### src/rtl/vn_pkg.sv
// shared types and constants for the vector normalizer
package vn_pkg;

    localparam int ELEM_W = 32;
    localparam int MAG_W  = 36;
    localparam int ROOT_W = 32;
    localparam int SUM_W  = 64;
    localparam int Q_W    = 31;
    localparam int NUM_W  = 62;
    localparam logic [Q_W-1:0] ONE_Q30 = Q_W'(1) << 30;

    typedef enum logic [5:0] {
        ST_LOAD   = 6'b000001,
        ST_DRAIN  = 6'b000010,
        ST_ROOT   = 6'b000100,
        ST_READ   = 6'b001000,
        ST_DSTART = 6'b010000,
        ST_DIV    = 6'b100000
    } state_t;

    typedef struct packed {
        logic start;
        logic done;
    } unit_ctl_t;

    function automatic logic [ELEM_W-1:0] abs_of(input logic [ELEM_W-1:0] e);
        abs_of = e[ELEM_W-1] ? (~e + ELEM_W'(1)) : e;
    endfunction

endpackage

### src/rtl/vn_store.sv
// element store, one write port and one registered read port
module vn_store #(
    parameter int DEPTH  = 64,
    parameter int ADDR_W = 6
) (
    input  logic                      aclk,
    input  logic                      wr_en,
    input  logic [ADDR_W-1:0]         wr_addr,
    input  logic [vn_pkg::ELEM_W-1:0] wr_data,
    input  logic                      rd_en,
    input  logic [ADDR_W-1:0]         rd_addr,
    output logic [vn_pkg::ELEM_W-1:0] rd_data
);
    import vn_pkg::*;

    logic [ELEM_W-1:0] mem [DEPTH];
    logic [ELEM_W-1:0] rd_data_reg;

    always_ff @(posedge aclk) begin
        if (wr_en) begin
            mem[wr_addr] <= wr_data;
        end
        if (rd_en) begin
            rd_data_reg <= mem[rd_addr];
        end
    end

    assign rd_data = rd_data_reg;
endmodule

### config.mk
export PLATFORM = sky130hd
export DESIGN_NAME = vn_store
export DESIGN_NICKNAME = d
export VERILOG_FILES = /design/src/rtl/vn_pkg.sv /design/src/rtl/vn_store.sv
export SDC_FILE = /design/constraint.sdc
export NUM_CORES = 2
export LEC_CHECK = 0
export ABC_AREA = 1
export BUFFER_PORTS_ARGS = -buffer_cell sky130_fd_sc_hd__buf_4
export CAP_MARGIN = 30
export CELL_PAD_IN_SITES_DETAIL_PLACEMENT = 1
export CELL_PAD_IN_SITES_GLOBAL_PLACEMENT = 1
export CORE_ASPECT_RATIO = 2
export CORE_MARGIN = 2
export CORE_UTILIZATION = 45
export CTS_CLUSTER_SIZE = 25
export DETAILED_ROUTE_END_ITERATION = 10
export PLACE_DENSITY_LB_ADDON = 0.1
export SLEW_MARGIN = 20
export SYNTH_ARGS = -nofsm -noshare
export SYNTH_HDL_FRONTEND = slang
export SYNTH_SLANG_ARGS = --single-unit
### constraint.sdc
create_clock -name aclk -period 7.95 [get_ports aclk]
set_clock_uncertainty 0.1 [all_clocks]
set_input_delay 1.59 -clock aclk [delete_from_list [all_inputs] [get_ports aclk]]
set_output_delay 1.59 -clock aclk [all_outputs]
set_load 0.02 [all_outputs]
==> metrics.md <==
| Metric | Value |
|---|---|
| Worst Setup SP | rd_addr[0] |
| Worst Setup End Kind | flop |
| Max-Cap Viols | 0 |
| Worst relative slew slack | 0.2707 |
| Number of port buffers | 78 |
| Fmax | 217.5 MHz |
| Post-CTS Setup Repair Bufs | 0 |
| Post-route minimum period | 4599 ps |
| CP max-delay cell | buf_4 |
| Fill cells | 18,650 |
| RSZ-0062 raised after global routing | false |
| Ratio of cells with drive above 1 in the final layout | 0.07932 |
| P per Cell Area | 248.2 nW/um^2 |
| Root buf cell | clkbuf_16 |
| Hold Crit Class | flop to flop |
| # IOs | 79 |
| Area share of the largest cell type after synthesis | 0.7520 |
| CTS sink cnt | 2,080 |
| Vias in the first global route | 56,970 |
| Crit start category | input port |
| Synthesized netlist cell count | 6,769 |
| Post-place instance area | 86,200 um^2 |
| Synth Area per Inst | 12.27 um^2 |
| Largest area contributor in the netlist | edfxtp_1 |
| Die H | 611.6 um |
| CTS tree | built |
| Status | complete, no violations |
| Max reg flops | 2,048 |
| Post-Syn Nets | 6,816 |
| Post-synthesis sequential area ratio | 0.7520 |
| Place WS | 2669 ps |
| GPL Wtd Cong | 0.7955 |
| Initial Utilization | 0.4517 |
| H-tree Lvls | 4 |
| Die ar. | 188,200 um^2 |
| Synth Register Bits | 2,080 |
| Worst Reg-to-Reg Cells | 8 |
| Synth top area cells | edfxtp_1 75%, nand3_1 11%, nand2_1 10% |
| P&R area growth vs syn | 11.12% |
| Pin count of the biggest net entering global routing | 227 |
| First-pass GRT wire length | 409,200 um |
| DR iter-0 viols | 5,402 |
| Critical path class | input port to flop |
| Worst R2R Start | mem[33][31] |
| Synth Warn # | 0 |
| Peak supply drop | 0.2534 mV |
| Commonest non-fill, non-tap cell in the layout | nand2_1 |
| Dpl hpwl | 153,000 um |
| Fin Setup TNS | 0 ps |
| Max incr delay on CP | 660 ps |
| GRT Resource Usage Total | 0.3029 |
| Fin worst setup slack | 3351 ps |
| DIE WIDTH | 307.8 um |
| Setup violations, final | 0 |
| Crit path max fanout | 126 |
| Skew-Pair Late Insertion Delay | 850 ps |
| Worst EP arrival | 5160 ps |
| Vias per cell | 6.031 |
| Via Count | 55,730 |
| Fin. Hold Viols | 0 |
| Final instance area | 92,300 um^2 |
| Global route overflow | 0 |
| Crit-path cells | buf_8, buf_4, buf_12, nand2_1, nand3_1, nand3_1, nand3_1, nand3_1, nand2_1, nand2_1, nand2_1 |
| Max Root-Sink Buffers | 4 |
| Slew @ Worst Pin | 1094 ps |
| Slew Viols, Final | 0 |
| Hold-fix buffers, CTS | 0 |
| Worst setup endpoint | rd_data[26] |
| Post-route ant nets | 0 |
| Static leakage | 32.07 nW |
| Clock transition at path regs | 60 ps |
| Cts bufs inserted | 192 |
| DRC viols | 0 |
| Worst r2r dst | rd_data[31] |
| Mapped Area | 83,060 um^2 |
| Router iterations before antenna repair | 5 |
| Delay-heaviest family, CP | buffers and inverters |
| Crit path buffers/inverters | 3 |
| Worst R2R Setup Slack | 5530 ps |
| Worst EP required | 8510 ps |
| Initial antenna violation count | 7 |
| Row count | 223 |
| Core ar. | 183,900 um^2 |
| Routed WL | 286,000 um |
| DR WL/cell | 30.95 um |
| Library cells used by synthesis | 15 |
| Critical Path Stages | 11 |
| Commonest non-fill, non-tap cells in the layout | 2,248 x nand2_1, 2,080 x edfxtp_1, 1,907 x nand3_1, 197 x clkbuf_16, 184 x buf_4 |
| CTS resizes | 0 |
| Fin nets | 6,775 |
| Period utilization | 0.5785 |
[worst register-to-register path: cells and delay by family, from the launching register on]
kind / cells / cell delay, ps
simple gates: 8 / 1650
flops: 1 / 360
[per-stage QoR]
stage | utilization | hold WS, ps | power [W] | cells
after floorplan | - | 696.9 | 0.01318 | 6769
after global placement | 0.4683 | 741.8 | 0.01390 | 8890
after detailed placement | 0.4688 | 776.4 | 0.01394 | 8894
after CTS | 0.5016 | 790.8 | 0.02303 | 9231
after global routing | 0.5019 | 893.3 | 0.02346 | 9235
final | 0.5020 | 773.9 | 0.02290 | 9241
[synthesized netlist by cell type]
cell type     n
nor4_1        8
clkbuf_1     77
buf_1        40
buf_8         2
inv_1         9
inv_2         2
nand2_1    2248
nand3_1    1907
nand4_1       9
buf_2       282
nor2_1       56
buf_4        45
inv_4         1
edfxtp_1   2080
buf_6         3
[kinds of logic after synthesis]
kind of cell           share of synthesized area
DFF                                       0.7520
and+or+nand+nor                           0.2203
buffers and inverters                    0.02769
[power by group]
group          total (W)  leakage [nW]  switching [W]  internal, W
combinational    0.00149          10.4        0.00116     0.000326
clock            0.00920          2.94        0.00409      0.00511
sequential        0.0122          18.7      0.0000550       0.0122
[layout make-up]
class | count | area, um^2 | area share
inverters | 12 | 82.58 | 0.0008947
multi-input cells | 4228 | 18770 | 0.2034
clock inverters | 103 | 959.7 | 0.01040
flip-flops and latches | 2080 | 62460 | 0.6767
clock buffers | 234 | 5069 | 0.05492
repair buffers | 214 | 1981 | 0.02146
well taps | 2362 | 2955 | 0.03202
diodes | 8 | 20.02 | 0.0002169
[how the worst min path moves through the flow]
stage / startpoint / end / slack [ps] / cells after the start
2_1_floorplan: mem[14][0] / rd_data[0] / 700 / 8
3_3_place_gp: mem[20][22] / rd_data[22] / 740 / 8
3_5_place_dp: mem[28][24] / rd_data[24] / 780 / 8
4_1_cts: mem[28][24] / rd_data[24] / 790 / 8
5_1_grt: mem[20][5] / rd_data[5] / 890 / 8
6_report: mem[28][24] / rd_data[24] / 770 / 8
[routing by layer]
metal,up-vias,track usage,share of wire
met5,-,0,0.000077
met1,29340,0.3963,0.40
met4,4,0.1340,0.048
met2,1863,0.5137,0.50
met3,483,0.02852,0.053
li1,24040,-,-
(Power assumes the default switching activity.)
