`src/rtl/vn_pkg.sv`:
```
// shared types and constants for the vector normalizer
package vn_pkg;

    localparam int ELEM_W = 32;
    localparam int MAG_W  = 36;
    localparam int ROOT_W = 32;
    localparam int SUM_W  = 64;
    localparam int Q_W    = 31;
    localparam int NUM_W  = 62;
    localparam logic [Q_W-1:0] ONE_Q30 = Q_W'(1) << 30;

    typedef enum logic [5:0] {
        ST_LOAD   = 6'b000001,
        ST_DRAIN  = 6'b000010,
        ST_ROOT   = 6'b000100,
        ST_READ   = 6'b001000,
        ST_DSTART = 6'b010000,
        ST_DIV    = 6'b100000
    } state_t;

    typedef struct packed {
        logic start;
        logic done;
    } unit_ctl_t;

    function automatic logic [ELEM_W-1:0] abs_of(input logic [ELEM_W-1:0] e);
        abs_of = e[ELEM_W-1] ? (~e + ELEM_W'(1)) : e;
    endfunction

endpackage

```
`src/rtl/vn_div.sv`:
```
// restoring divider for |element| * 2^30 / magnitude, rounded and clamped to 1.0
module vn_div (
    input  logic                      aclk,
    input  logic                      aresetn,
    input  logic                      start,
    input  logic [vn_pkg::ELEM_W-1:0] abs_elem,
    input  logic [vn_pkg::ROOT_W-1:0] mag,
    output logic                      done,
    output logic [vn_pkg::Q_W-1:0]    quot
);
    import vn_pkg::*;

    logic [NUM_W-1:0] num;
    logic             sat;
    logic [NUM_W-1:0] rem_reg;
    logic [NUM_W-1:0] dvs_reg;
    logic [Q_W-1:0]   q_reg;
    logic [4:0]       cnt_reg;
    logic             busy_reg;
    logic             done_reg;

    assign num = {abs_elem, 30'b0} + NUM_W'(mag >> 1);
    assign sat = {1'b0, num} >= {mag, 31'b0};

    always_ff @(posedge aclk) begin
        if (!aresetn) begin
            busy_reg <= 1'b0;
            done_reg <= 1'b0;
            cnt_reg  <= '0;
        end else begin
            done_reg <= 1'b0;
            if (start) begin
                rem_reg <= num;
                dvs_reg <= {mag, 30'b0};
                cnt_reg <= '0;
                if (mag == '0) begin
                    q_reg    <= '0;
                    done_reg <= 1'b1;
                end else if (sat) begin
                    q_reg    <= ONE_Q30;
                    done_reg <= 1'b1;
                end else begin
                    q_reg    <= '0;
                    busy_reg <= 1'b1;
                end
            end else if (busy_reg) begin
                if (rem_reg >= dvs_reg) begin
                    rem_reg <= rem_reg - dvs_reg;
                    q_reg   <= {q_reg[Q_W-2:0], 1'b1};
                end else begin
                    q_reg   <= {q_reg[Q_W-2:0], 1'b0};
                end
                dvs_reg <= dvs_reg >> 1;
                cnt_reg <= cnt_reg + 5'd1;
                if (cnt_reg == 5'd30) begin
                    busy_reg <= 1'b0;
                    done_reg <= 1'b1;
                end
            end
        end
    end

    assign done = done_reg;
    assign quot = (q_reg > ONE_Q30) ? ONE_Q30 : q_reg;
endmodule

```
`config.mk`:
```
export PLATFORM = sky130hd
export DESIGN_NAME = vn_div
export DESIGN_NICKNAME = d
export VERILOG_FILES = /design/src/rtl/vn_pkg.sv /design/src/rtl/vn_div.sv
export SDC_FILE = /design/constraint.sdc
export NUM_CORES = 1
export LEC_CHECK = 0
export ABC_AREA = 1
export BUFFER_PORTS_ARGS = -buffer_cell sky130_fd_sc_hd__buf_2
export CELL_PAD_IN_SITES_DETAIL_PLACEMENT = 0
export CELL_PAD_IN_SITES_GLOBAL_PLACEMENT = 1
export CORE_MARGIN = 10
export CORE_UTILIZATION = 49
export CTS_BUF_LIST = sky130_fd_sc_hd__clkbuf_8
export CTS_CLUSTER_DIAMETER = 60
export DETAILED_ROUTE_END_ITERATION = 7
export PLACE_DENSITY_LB_ADDON = 0.05
export SLEW_MARGIN = 5
export SYNTH_ARGS = -nofsm -noshare
export SYNTH_HDL_FRONTEND = slang
export SYNTH_SLANG_ARGS = --single-unit
```
`constraint.sdc`:
```
create_clock -name aclk -period 23.6 [get_ports aclk]
set_clock_uncertainty 0.05 [all_clocks]
set_input_delay 4.72 -clock aclk [delete_from_list [all_inputs] [get_ports aclk]]
set_output_delay 4.72 -clock aclk [all_outputs]
set_load 0.02 [all_outputs]
```
==> PnR_summary.wiki <==
{| class="wikitable"
! Metric !! Value
|-
| Vias in the first global route || roughly 13000
|-
| Maximum ir drop on the vdd rail || 0.0000357 V
|-
| Portion of netlist area occupied by mux cells || 0%
|-
| Crit end category || register
|-
| Grt total ovfl || 0
|-
| Post_cts resized || 0
|-
| Transition time at the pin with the least slew margin || between 0.8 and 0.9 ns
|-
| Data arrival, critical path || 7.50 ns
|-
| Utilization of the core after routing || a little over half
|-
| Outcome || complete, no violations
|-
| Number of H-tree levels || 4
|-
| Placed cell area || 15100 sq um
|-
| Static Leak || between 8 and 9 nW
|-
| HPWL after detailed placement || between 30 and 40 mm
|-
| Vertical extent of the die || around 190 um
|-
| Post-synthesis simple-gate area fraction || 35.2%
|-
| Predominant post-synthesis flop cell || sky130_fd_sc_hd__edfxtp_1
|-
| Buffer count from post-CTS setup fixing || 0
|-
| Largest net degree at the start of global routing || 103
|-
| Total area of multi-input combinational cells || between 7000 and 8000 sq um
|-
| Mapped Nets || around 2400
|-
| Worst path cell trace || buf_2 -> ha_1 -> ha_1 -> nand2_1 -> nor2_1 -> nand2_1 -> nor2_1 -> inv_1 -> nor2_1 -> nand2_1 -> and2_1 -> ha_1 -> nand2_1 -> inv_1 -> o21ai_0 -> nand2_1 -> nor2_1 -> nand2_1 -> nand2_1 -> nand3_1 -> nand3_1 -> o21ai_0
|-
| DRC Markers || 0
|-
| Setup TNS || 0 ns
|-
| RSZ-0062 raised after global routing || no
|-
| Routed length per instance || 16.9 um
|-
| Final WL || between 40 and 50 mm
|-
| Area of the placeable core || approximately 29000 sq um
|-
| Slowest library cell on the worst path || sky130_fd_sc_hd__ha_1
|-
| Via density per instance || approximately 5.0
|-
| Most used standard cell by instance count after synthesis || sky130_fd_sc_hd__nand2_1
|-
| Clock latency reported for the late side of the worst-skew pair || roughly 0.50 ns
|-
| DR iter-0 viols || approximately 970
|-
| # port buffers || 98
|-
| Fraction of the yosys area taken by sequential cells || between 30% and 40%
|-
| Main area contributors after synthesis || sky130_fd_sc_hd__edfxtp_1, sky130_fd_sc_hd__nand2_1, sky130_fd_sc_hd__inv_1, sky130_fd_sc_hd__ha_1, sky130_fd_sc_hd__nor2_1
|-
| Worst slack on hold paths || 0.472 ns
|-
| CTS sink cnt || between 150 and 200
|-
| Share of the clock period used by the worst path after layout || a little under a third
|-
| Leading area contributor after synthesis || sky130_fd_sc_hd__edfxtp_1
|-
| Number of placed I/O pins || 99
|-
| Antenna Cells || 0
|-
| Number of nets in the finished design || around 2500
|-
| Sequential Area || ~4800 sq um
|-
| Worst hold-check path type || register to register
|-
| Share of synthesized flip-flops with an asynchronous set or reset || 0%
|-
| Pins Over Slew Limit || 0
|-
| Initial core utilization || between 40% and 50%
|-
| Final setup violation count || 0
|-
| CP Data Required Time || about 24 ns
|-
| Count of max-cap constraint violations || 0
|-
| First-pass GRT wire length || around 70 mm
|-
| XOR/XNOR Fraction of Synth Area || roughly 1.7%
|-
| Adder and majority gate portion of the synthesized area || roughly 8.7%
|-
| Area share of the largest cell type after synthesis || around 33%
|-
| Most frequent cells after synthesis || sky130_fd_sc_hd__nand2_1, sky130_fd_sc_hd__inv_1, sky130_fd_sc_hd__nor2_1
|-
| Number of nets with antenna violations after routing || 0
|-
| Power per cell area || about 54 nW/um^2
|-
| Combinational family with the most area after synthesis || simple AND/OR/NAND/NOR gates
|-
| Layout filler cell count || roughly 3000
|-
| Number of buffers on the longest clock path || 2
|-
| Total non-filler cell area in the finished layout || 15500 sq um
|-
| Area of the mapped netlist || ~14000 sq um
|-
| Relative slew margins || 41.6%
|-
| # hold bufs at CTS || 0
|-
| Post-synthesis instance total || between 2000 and 2500
|-
| Rows || between 60 and 70
|-
| Number of failing hold endpoints at the final stage || 0
|-
| Die boundary width || between 150 and 200 um
|-
| Combined global-route utilization of all metal layers || about a quarter
|-
| Most common cell on crit path || sky130_fd_sc_hd__nand2_1
|-
| Crit path time final || between 7 and 8 ns
|-
| Detailed-router iteration count before antenna repair || 5
|-
| Dominant delay contributor by cell family on the critical path || simple AND/OR/NAND/NOR gates
|-
| Via count || ~13000
|-
| Routability-driven placement congestion ratio || between 1 and 1.5
|-
| Die area || 36100 sq um
|-
| Share of cells above drive strength 1 || 6.49%
|-
| Setup Crit Path Kind || primary input to register
|-
| Slowest cell delay on critical path || ~0.31 ns
|-
| Number of warnings issued by yosys || 0
|-
| Library cell used as clock root buffer || sky130_fd_sc_hd__clkbuf_8
|-
| Initial antenna violation count || 1
|-
| Worst setup SP type || primary input
|-
| Average instance area after synthesis || 6.38 sq um
|-
| Number of buffers and inverters on the critical path || 3
|-
| Count of different cell masters after synthesis || 35
|-
| Maximum net fanout on the critical path || 5
|-
| Compound-Gate Fraction of Synth Area || 6.45%
|-
| Peak Freq || ~140 MHz
|-
| Post-synthesis sequential element count || between 150 and 200
|-
| Register clock-pin slew on the reported worst setup and hold paths || about 0.090 ns
|-
| EDFF count, synth || 155
|-
| Syn-to-layout area delta || 9.41%
|-
| CTS tree || done
|-
| Inserted Clock Buffers || 17
|}
## cells in the final DEF, fill, tap and decap left out, drive strengths merged
| cell type | instances |
|---|---|
| a21oi | 88 |
| clkinv | 7 |
| nand2 | 786 |
| a21o | 3 |
| and2 | 7 |
| nor3 | 32 |
| edfxtp | 155 |
| o21bai | 6 |
| or2 | 4 |
| xnor2 | 10 |
| dfxtp | 7 |
| xor2 | 17 |
| ha | 97 |
| nand4 | 24 |
| nand3 | 88 |
| nand3b | 16 |
| a211oi | 1 |
| fa | 1 |
| o21ai | 77 |
| clkbuf | 17 |
| bufinv | 1 |
| nor2b | 1 |
| nor2 | 254 |
| a31oi | 2 |
| nor4 | 10 |
| nor3b | 3 |
| buf | 104 |
| inv | 506 |
| clkinvlp | 1 |
## stage by stage
stage          std cells  power (mW)  worst slack [ns]
5_1_grt             2709       0.896             15.88
4_1_cts             2709       0.846             16.26
2_1_floorplan       2218       0.548             10.77
3_3_place_gp        2677       0.634             15.80
3_5_place_dp        2677       0.638             15.72
6_report            2709       0.843             16.25
## final timing paths
check / depth (start not counted) / from / endpoint / slack, ns
worst max register to register: 10 / rem_reg[51]$_DFFE_PP_ / rem_reg[31]$_DFFE_PP_ / 19.73
worst max-delay path: 22 / mag[31] / q_reg[30]$_DFFE_PP_ / 16.25
worst min-delay path: 2 / cnt_reg[0]$_SDFFE_PP0P_ / cnt_reg[0]$_SDFFE_PP0P_ / 0.47
worst min register to register: 2 / cnt_reg[0]$_SDFFE_PP0P_ / cnt_reg[0]$_SDFFE_PP0P_ / 0.47
## kinds of logic (layout without fill, tap and decap cells)
logic type	count (synthesis)	count (layout)
buffers and inverters	529	636
adders and majority gates	98	98
xor gates and xnor gates	27	27
DFF	162	162
AOI/OAI and AO/OA	177	177
and+or+nand+nor	1225	1225
## layer usage
metal  up-vias  wire (um)  track usage, %
met4         0       2190            13.6
li1       7011          -               -
met1      5989      19600            31.1
met2       375      20800            41.0
met5         -          0               0
met3        83       3010            4.94
## worst reg2reg max path: cells and delay by family (launching register included)
family	cells	cell delay [ns]
buffers and inverters	1	0.68
DFF	1	0.37
adders and majority gates	1	0.40
and+or+nand+nor	8	1.96
## report_power, final
group	internal (mW)	switching, mW
registers	0.343	0.00623
clock network	0.0887	0.122
logic	0.0852	0.199
total	0.517	0.326
## cell type report
cell class / count / area share, %
clock inverters: 15 / 1.08
clock buffers: 17 / 1.51
repair buffers: 104 / 3.50
flip-flops and latches: 162 / 31.0
inverters: 500 / 12.1
multi-input cells: 1527 / 47.7
well taps: 384 / 3.10
Note: power is estimated with default switching activity, not from simulation.
