--- src/rtl/vn_pkg.sv ---
// shared types and constants for the vector normalizer
package vn_pkg;

    localparam int ELEM_W = 32;
    localparam int MAG_W  = 36;
    localparam int ROOT_W = 32;
    localparam int SUM_W  = 64;
    localparam int Q_W    = 31;
    localparam int NUM_W  = 62;
    localparam logic [Q_W-1:0] ONE_Q30 = Q_W'(1) << 30;

    typedef enum logic [5:0] {
        ST_LOAD   = 6'b000001,
        ST_DRAIN  = 6'b000010,
        ST_ROOT   = 6'b000100,
        ST_READ   = 6'b001000,
        ST_DSTART = 6'b010000,
        ST_DIV    = 6'b100000
    } state_t;

    typedef struct packed {
        logic start;
        logic done;
    } unit_ctl_t;

    function automatic logic [ELEM_W-1:0] abs_of(input logic [ELEM_W-1:0] e);
        abs_of = e[ELEM_W-1] ? (~e + ELEM_W'(1)) : e;
    endfunction

endpackage

--- src/rtl/vn_sqrt.sv ---
// bit-serial integer square root, two radicand bits per cycle
module vn_sqrt (
    input  logic                      aclk,
    input  logic                      aresetn,
    input  logic                      start,
    input  logic [vn_pkg::SUM_W-1:0]  radicand,
    output logic                      done,
    output logic [vn_pkg::ROOT_W-1:0] root
);
    import vn_pkg::*;

    logic [SUM_W-1:0]  x_reg;
    logic [ROOT_W+2:0] rem_reg;
    logic [ROOT_W-1:0] root_reg;
    logic [4:0]        cnt_reg;
    logic              busy_reg;
    logic              done_reg;
    logic [ROOT_W+2:0] rem_sh;
    logic [ROOT_W+2:0] trial;

    assign rem_sh = {rem_reg[ROOT_W:0], x_reg[SUM_W-1 -: 2]};
    assign trial  = {1'b0, root_reg, 2'b01};

    always_ff @(posedge aclk) begin
        if (!aresetn) begin
            busy_reg <= 1'b0;
            done_reg <= 1'b0;
            cnt_reg  <= '0;
        end else begin
            done_reg <= 1'b0;
            if (start) begin
                busy_reg <= 1'b1;
                cnt_reg  <= '0;
                x_reg    <= radicand;
                rem_reg  <= '0;
                root_reg <= '0;
            end else if (busy_reg) begin
                x_reg <= {x_reg[SUM_W-3:0], 2'b00};
                if (rem_sh >= trial) begin
                    rem_reg  <= rem_sh - trial;
                    root_reg <= {root_reg[ROOT_W-2:0], 1'b1};
                end else begin
                    rem_reg  <= rem_sh;
                    root_reg <= {root_reg[ROOT_W-2:0], 1'b0};
                end
                cnt_reg <= cnt_reg + 5'd1;
                if (cnt_reg == 5'd31) begin
                    busy_reg <= 1'b0;
                    done_reg <= 1'b1;
                end
            end
        end
    end

    assign done = done_reg;
    assign root = root_reg;
endmodule

--- config.mk ---
export PLATFORM = sky130hd
export DESIGN_NAME = vn_sqrt
export DESIGN_NICKNAME = d
export VERILOG_FILES = /design/src/rtl/vn_pkg.sv /design/src/rtl/vn_sqrt.sv
export SDC_FILE = /design/constraint.sdc
export NUM_CORES = 1
export LEC_CHECK = 0
export BUFFER_PORTS_ARGS = -buffer_cell sky130_fd_sc_hd__buf_2
export CAP_MARGIN = 20
export CORE_UTILIZATION = 50
export DETAILED_ROUTE_END_ITERATION = 12
export HOLD_SLACK_MARGIN = 0.15
export PLACE_DENSITY_LB_ADDON = 0.25
export SYNTH_ARGS = -nofsm -noshare
export SYNTH_HDL_FRONTEND = slang
export SYNTH_SLANG_ARGS = --single-unit
--- constraint.sdc ---
create_clock -name aclk -period 4.15 [get_ports aclk]
set_clock_uncertainty 0.05 [all_clocks]
set_input_delay 0.415 -clock aclk [delete_from_list [all_inputs] [get_ports aclk]]
set_output_delay 0.415 -clock aclk [all_outputs]
set_load 0.05 [all_outputs]
==> key figures, run 1 <==
Clocking
  – CTS Hold Bufs: 0
  – Post-CTS Setup Bufs: 0
  – Clock sinks: 136
  – Clk buf depth: 2
  – # resized after CTS: 0
  – Cts bufs inserted: 17
  – H-Tree Depth: 4
  – CTS tree: built
  – Worst skew pair latency: 440 ps
  – Worst-path clk slew: 60 ps
  – Root buf cell: clkbuf_16

Floorplanning
  – DIE WIDTH: 126.1 um
  – Row cnt: 44
  – Die Area: 15900 um2
  – Die Y: 126.1 um
  – IO Count: 100
  – Core box area: 14750 um2
  – Initial cell density of the core: 52.20%

Power
  – P_leak: 0.003598 uW
  – Power consumption: 4153 uW
  – PD cells: 467.3 nW/um2
  – Max IR drop VDD: 0.3059 mV

Routing
  – Drt initial violations: 361
  – DR vias/cell: 5.674
  – Post-Route WL: 16.98 mm
  – Wire per inst: 17.20 um
  – Remaining antenna violation count: 0
  – 1st-pass router iterations: 5
  – Vias: 5600
  – DRC viols: 0

Synthesis
  – Fraction of registers with async set/reset: 0%
  – Dominant synthesized flop cell: edfxtp_1
  – Post-synth cell types: 58
  – Mean post-synth cell area: 10.92 um2
  – Post-synthesis register bit count: 136
  – Number of flops mapped to enable cells by yosys: 129
  – Post-synth net total: 808
  – Mapped Cells: 705
  – Mapped cell area: 7701 um2
  – Sequential share of the synthesized area: 52.12%
  – Yosys warns: 0

GRT
  – Largest net degree at the start of global routing: 64
  – First-pass GRT wire length: 27.77 mm
  – Vias in the first global route: 5610
  – Grt met2 use: 35.94%
  – Initial antenna violation count: 0
  – Most Used Layer, Global Route: met2
  – GR Overflow Total: 0
  – Grt met1 use: 28.99%
  – All-Layer GR Usage: 22.45%
  – Routing usage on met3: 6.032%

Layout
  – Max reg flops: 64
  – Antenna cell count: 0
  – Area grow syn2layout: 15.42%
  – Ratio of cells with drive above 1 in the final layout: 25.65%
  – Commonest non-fill, non-tap cell in the layout: edfxtp_1
  – Nets: 893
  – Most frequent cells in the layout: edfxtp_1, buf_2, nor2_1

Run status
  – Status: finished clean

Timing
  – Slack of the critical path: 777.1 ps
  – Unrepaired setup endpoints after global routing: no
  – Worst Tran Pin Value: 822.8 ps
  – Tmin final: 3373 ps
  – Max Clk Rate: 296.5 MHz
  – Rel. slew slack: 45.14%
  – Hold Violations, Final: 0
  – Hold_ws: 217.7 ps
  – Setup-failing EPs final: 0
  – Final Max Tran Viols: 0
  – Fin crit share: 81.28%
  – Setup_tns: 0 ps

Worst setup path
  – Req. time, crit path: 4380 ps
  – CP max FO: 14
  – Setup crit start kind: flop
  – Slowest-stage cell, CP: ha_1
  – Largest stage delay, worst path: 560 ps
  – CP bufs+invs: 2
  – Critical setup path kind: reg -> reg
  – Crit path max-delay family: simple AND/OR/NAND/NOR gates
  – Crit path DAT: 3600 ps
  – Critical-path cell list: ha_1, nand4_2, or4_1, or3_1, nand4b_2, a21oi_2, inv_2, nand2_1, inv_2, a32o_1
  – CP Capture Type: flop
  – Critical Path Most Common Cell: inv_2

Worst hold path
  – Hold WC Path Type: in -> reg

Place
  – Routability-driven placement congestion ratio: 0.8793
  – Hpwl dp: 11.95 mm
  – Setup WS pre-CTS: 859.0 ps
  – # port buffers: 99

Flow run
  – Max cap viols: 0
[routing by layer]
layer | part of all wire [%] | up-vias
li1 | - | 2735
met1 | 47 | 2672
met2 | 45 | 166
met3 | 6.0 | 27
met4 | 1.9 | 0
met5 | 0 | -
[Yosys cell counts (10+ instances only)]
cell type,n,area share [%]
nand2_1,38,1.9
mux2_2,63,9.2
a21oi_1,52,3.4
edfxtp_1,129,50
clkbuf_1,23,1.1
ha_1,36,5.8
xnor2_1,15,1.7
xor2_1,12,1.4
nor2_1,97,4.7
a21o_1,11,1.1
inv_1,45,2.2
nand4_1,11,0.89
o21ai_0,29,1.9
mux2i_1,10,1.3
nand3_1,15,0.97
[metrics by stage]
| step | cell area, um2 | util (%) | cells |
|---|---|---|---|
| after CTS | 8889 | 60.24 | 987 |
| after global placement | 8289 | 56.18 | 955 |
| final | 8889 | 60.24 | 987 |
| after floorplan | 7702 | - | 705 |
| after global routing | 8889 | 60.24 | 987 |
| after detailed placement | 8289 | 56.18 | 955 |
[layout make-up]
cell class	instances	area [um2]
clock buffer	18	429.2
clock inverter	14	170.2
fill	1259	5866
inverter	47	176.4
multi-input combinational	483	3326
sequential	136	4014
tap	184	230.2
timing repair buffer	105	543.0
[worst reg2reg max path, delay by kind of cell, from the launching register on]
family                   cells  cell delay, ps
AND/OR/NAND/NOR              5            1490
flip-flops                   1             390
adder cells (fa/ha/maj)      1             560
AO/OA/AOI/OAI                2             280
buffers and inverters        2             480
[power by group]
group	internal (uW)	switching [uW]
combinational	344	561
clock	949	618
sequential	1640	44.0
total	2930	1220
[kinds of logic after synthesis]
| family | share of synthesized area (%) |
|---|---|
| xor gates and xnor gates | 3.071 |
| buffers and inverters | 4.793 |
| DFF | 52.12 |
| adders and majority gates | 5.849 |
| AOI/OAI and AO/OA | 11.29 |
| muxes | 10.51 |
| and+or+nand+nor | 12.36 |
[worst paths after layout]
path | startpoint | end | slack [ps] | depth (start not counted)
setup / recovery | rem_reg[20]$_SDFFCE_PP0P_ | rem_reg[29]$_SDFFCE_PP0P_ | 780 | 10
hold / removal | radicand[1] | x_reg[1]$_SDFFCE_PN0P_ | 220 | 2
setup reg to reg | rem_reg[20]$_SDFFCE_PP0P_ | rem_reg[29]$_SDFFCE_PP0P_ | 780 | 10
hold reg to reg | cnt_reg[4]$_SDFFE_PP0P_ | cnt_reg[4]$_SDFFE_PP0P_ | 470 | 2
(Power assumes the default switching activity.)
==> run 2: changes to the inputs <==
- clock period: 4.15 -> 3.2 ns (I/O delays scaled with it)
==> run 2 against run 1 <==
Compared with the run above: worst hold slack worse by 65 ps; sequential share of layout area is 3.2 points lower; non-clock buffer count is 63 higher; via count is 4.8% higher; die area stayed put.
==> key figures, run 2 (synthesized netlist as in run 1, its figures left out) <==
Run status
  – Status: finished clean

Floorplanning
  – Initial cell density of the core: 52.20%
  – IO Count: 100
  – Die Y: 126.1 um
  – Die Area: 15900 um2
  – Core box area: 14750 um2
  – Row cnt: 44
  – DIE WIDTH: 126.1 um

Worst hold path
  – Worst Hold Depth: 2
  – Hold WC Path Type: in -> reg
  – Hold wc startpoint: radicand[16]
  – Hold Path End: x_reg[16]$_DFFE_PP_

Layout
  – Ratio of cells with drive above 1 in the final layout: 25.17%
  – Most frequent cells in the layout: edfxtp_1, buf_2, nor2_1
  – Area grow syn2layout: 24.11%
  – Nets: 956
  – Antenna cell count: 0
  – Commonest non-fill, non-tap cell in the layout: edfxtp_1
  – Max reg flops: 64
  – Post-route cell area: 9558 um2

Timing
  – Setup-failing EPs final: 0
  – Rel. slew slack: 43.69%
  – Slack of the critical path: 143.4 ps
  – Worst Tran Pin Value: 844.7 ps
  – Final Max Tran Viols: 0
  – Hold Violations, Final: 0
  – Fin crit share: 95.52%
  – Tmin final: 3057 ps
  – Max Clk Rate: 327.2 MHz
  – Unrepaired setup endpoints after global routing: no

Clocking
  – Worst skew pair latency: 430 ps
  – Root buf cell: clkbuf_16
  – Clk buf depth: 2
  – CTS tree: built
  – Clock sinks: 136
  – Post-CTS Setup Bufs: 0
  – Worst-path clk slew: 60 ps
  – H-Tree Depth: 4
  – Cts bufs inserted: 17

Worst setup path
  – Flop-to-flop setup slack: 140 ps
  – Largest stage delay, worst path: 420 ps
  – Critical-path cell list: inv_1, ha_1, nor2b_1, o311ai_0, buf_4, a31oi_1, a31oi_2, a21oi_1, a31oi_2, xor2_1, o21ai_0
  – Levels on crit path: 11
  – Critical setup path kind: reg -> reg
  – Reg2reg end: rem_reg[24]$_SDFFCE_PP0P_
  – Critical Path Most Common Cell: a31oi_2
  – CP max FO: 5
  – CP Capture Type: flop
  – CP bufs+invs: 2
  – Req. time, crit path: 3300 ps
  – Setup crit start kind: flop
  – Crit path DAT: 3160 ps
  – Crit path max-delay family: compound AO/OA/AOI/OAI gates
  – R2R depth: 11
  – Slowest-stage cell, CP: edfxtp_1
  – Reg2Reg Launch Point: root[0]$_SDFFCE_PP0P_

GRT
  – Largest net degree at the start of global routing: 78
  – Initial antenna violation count: 0
  – First-pass GRT wire length: 29.27 mm
  – All-Layer GR Usage: 23.64%
  – GR Overflow Total: 0
  – Vias in the first global route: 5943

Place
  – Dpl cell area: 8379 um2
  – Setup WS pre-CTS: -67.50 ps
  – Routability-driven placement congestion ratio: 0.9115
  – # port buffers: 99
  – Hpwl dp: 11.82 mm

Routing
  – Remaining antenna violation count: 0
  – Wire per inst: 17.25 um
  – Vias: 5868
  – DRC viols: 0
  – Post-Route WL: 18.11 mm
  – DR vias/cell: 5.589
  – 1st-pass router iterations: 5
  – Drt initial violations: 342

Power
  – Logic gate share of total power: 23.2%
  – PD cells: 574.3 nW/um2
  – Cell internal pwr: 3870 uW
  – Max IR drop VDD: 0.3629 mV
  – Sequential power share: 39.8%
  – P_sw: 1620 uW
  – Proportion of power drawn by the clock network: 37.0%
  – P_leak: 0.003888 uW
  – Switching Fraction: 29.50%

Flow run
  – Max cap viols: 0
-- run 2: cell count changes in the layout (fill, tap and decap cells not counted), moves of 2 or more --
cell / change
clkinv_4: +2
buf_12: +3
clkinv_2: +2
a31oi_1: -2
dlygate4sd3_1: +56
buf_4: +4
clkinvlp_4: -2
a31oi_2: +2
-- run 2: power groups by stage --
| stage | logic [uW] | registers (uW) | clock network [uW] |
|---|---|---|---|
| 2_1_floorplan | 832 | 2290 | 0 |
| 3_3_place_gp | 1180 | 2220 | 0 |
| 3_5_place_dp | 1190 | 2220 | 0 |
| 4_1_cts | 1250 | 2180 | 2040 |
| 5_1_grt | 1400 | 2200 | 2120 |
| 6_report | 1270 | 2190 | 2030 |
-- run 2: what timing repair did --
action / in CTS / in global routing
hold endpoints to repair: 56 / 0
setup endpoints to repair: 2 / 4
pin swaps: 0 / 1
cloned: 0 / 0
hold buffers: 56 / 0
gates resized for setup: 1 / 4
-- run 2: worst max-delay path by stage --
| stage | start | endpoint |
|---|---|---|
| global placement | root[0]$_SDFFCE_PP0P_ | rem_reg[24]$_SDFFCE_PP0P_ |
| finish | root[0]$_SDFFCE_PP0P_ | rem_reg[24]$_SDFFCE_PP0P_ |
| floorplan | root[19]$_SDFFCE_PP0P_ | rem_reg[31]$_SDFFCE_PP0P_ |
| detailed placement | root[0]$_SDFFCE_PP0P_ | rem_reg[28]$_SDFFCE_PP0P_ |
| global route | root[0]$_SDFFCE_PP0P_ | rem_reg[28]$_SDFFCE_PP0P_ |
| CTS | root[0]$_SDFFCE_PP0P_ | rem_reg[28]$_SDFFCE_PP0P_ |
-- run 2: metrics by stage --
step           hold WS [ps]  power [uW]  util (%)  instances  setup TNS (ps)
2_1_floorplan         417.2        3118         -        705               0
3_3_place_gp          433.2        3396     56.79        962          -271.0
3_5_place_dp          463.6        3408     56.79        962          -87.96
4_1_cts               150.5        5478     64.70       1050               0
5_1_grt               156.0        5715     64.78       1050               0
6_report              152.3        5489     64.78       1050               0
-- run 2: worst reg2reg max path, cell delays in order (launching register included) --
cell,delay [ps]
edfxtp_1,420
inv_1,80
ha_1,360
nor2b_1,190
o311ai_0,280
buf_4,180
a31oi_1,110
a31oi_2,370
a21oi_1,170
a31oi_2,300
xor2_1,170
o21ai_0,100
-- run 2: area by class of cell --
class / instances / area [um2]
Clock buffer: 17 / 425.4
Clock inverter: 15 / 173.9
Fill cell: 1162 / 5196
Inverter: 47 / 176.4
Multi-Input combinational cell: 483 / 3344
Sequential cell: 136 / 4014
Tap cell: 184 / 230.2
Timing Repair Buffer: 168 / 1194
-- run 2: routing by layer --
layer	up-vias	GRT usage (%)	share of wire, %
met3	31	4.588	4.8
met2	170	39.00	48
li1	2866	-	-
met5	-	0	0
met1	2801	30.47	45
met4	0	9.993	2.4
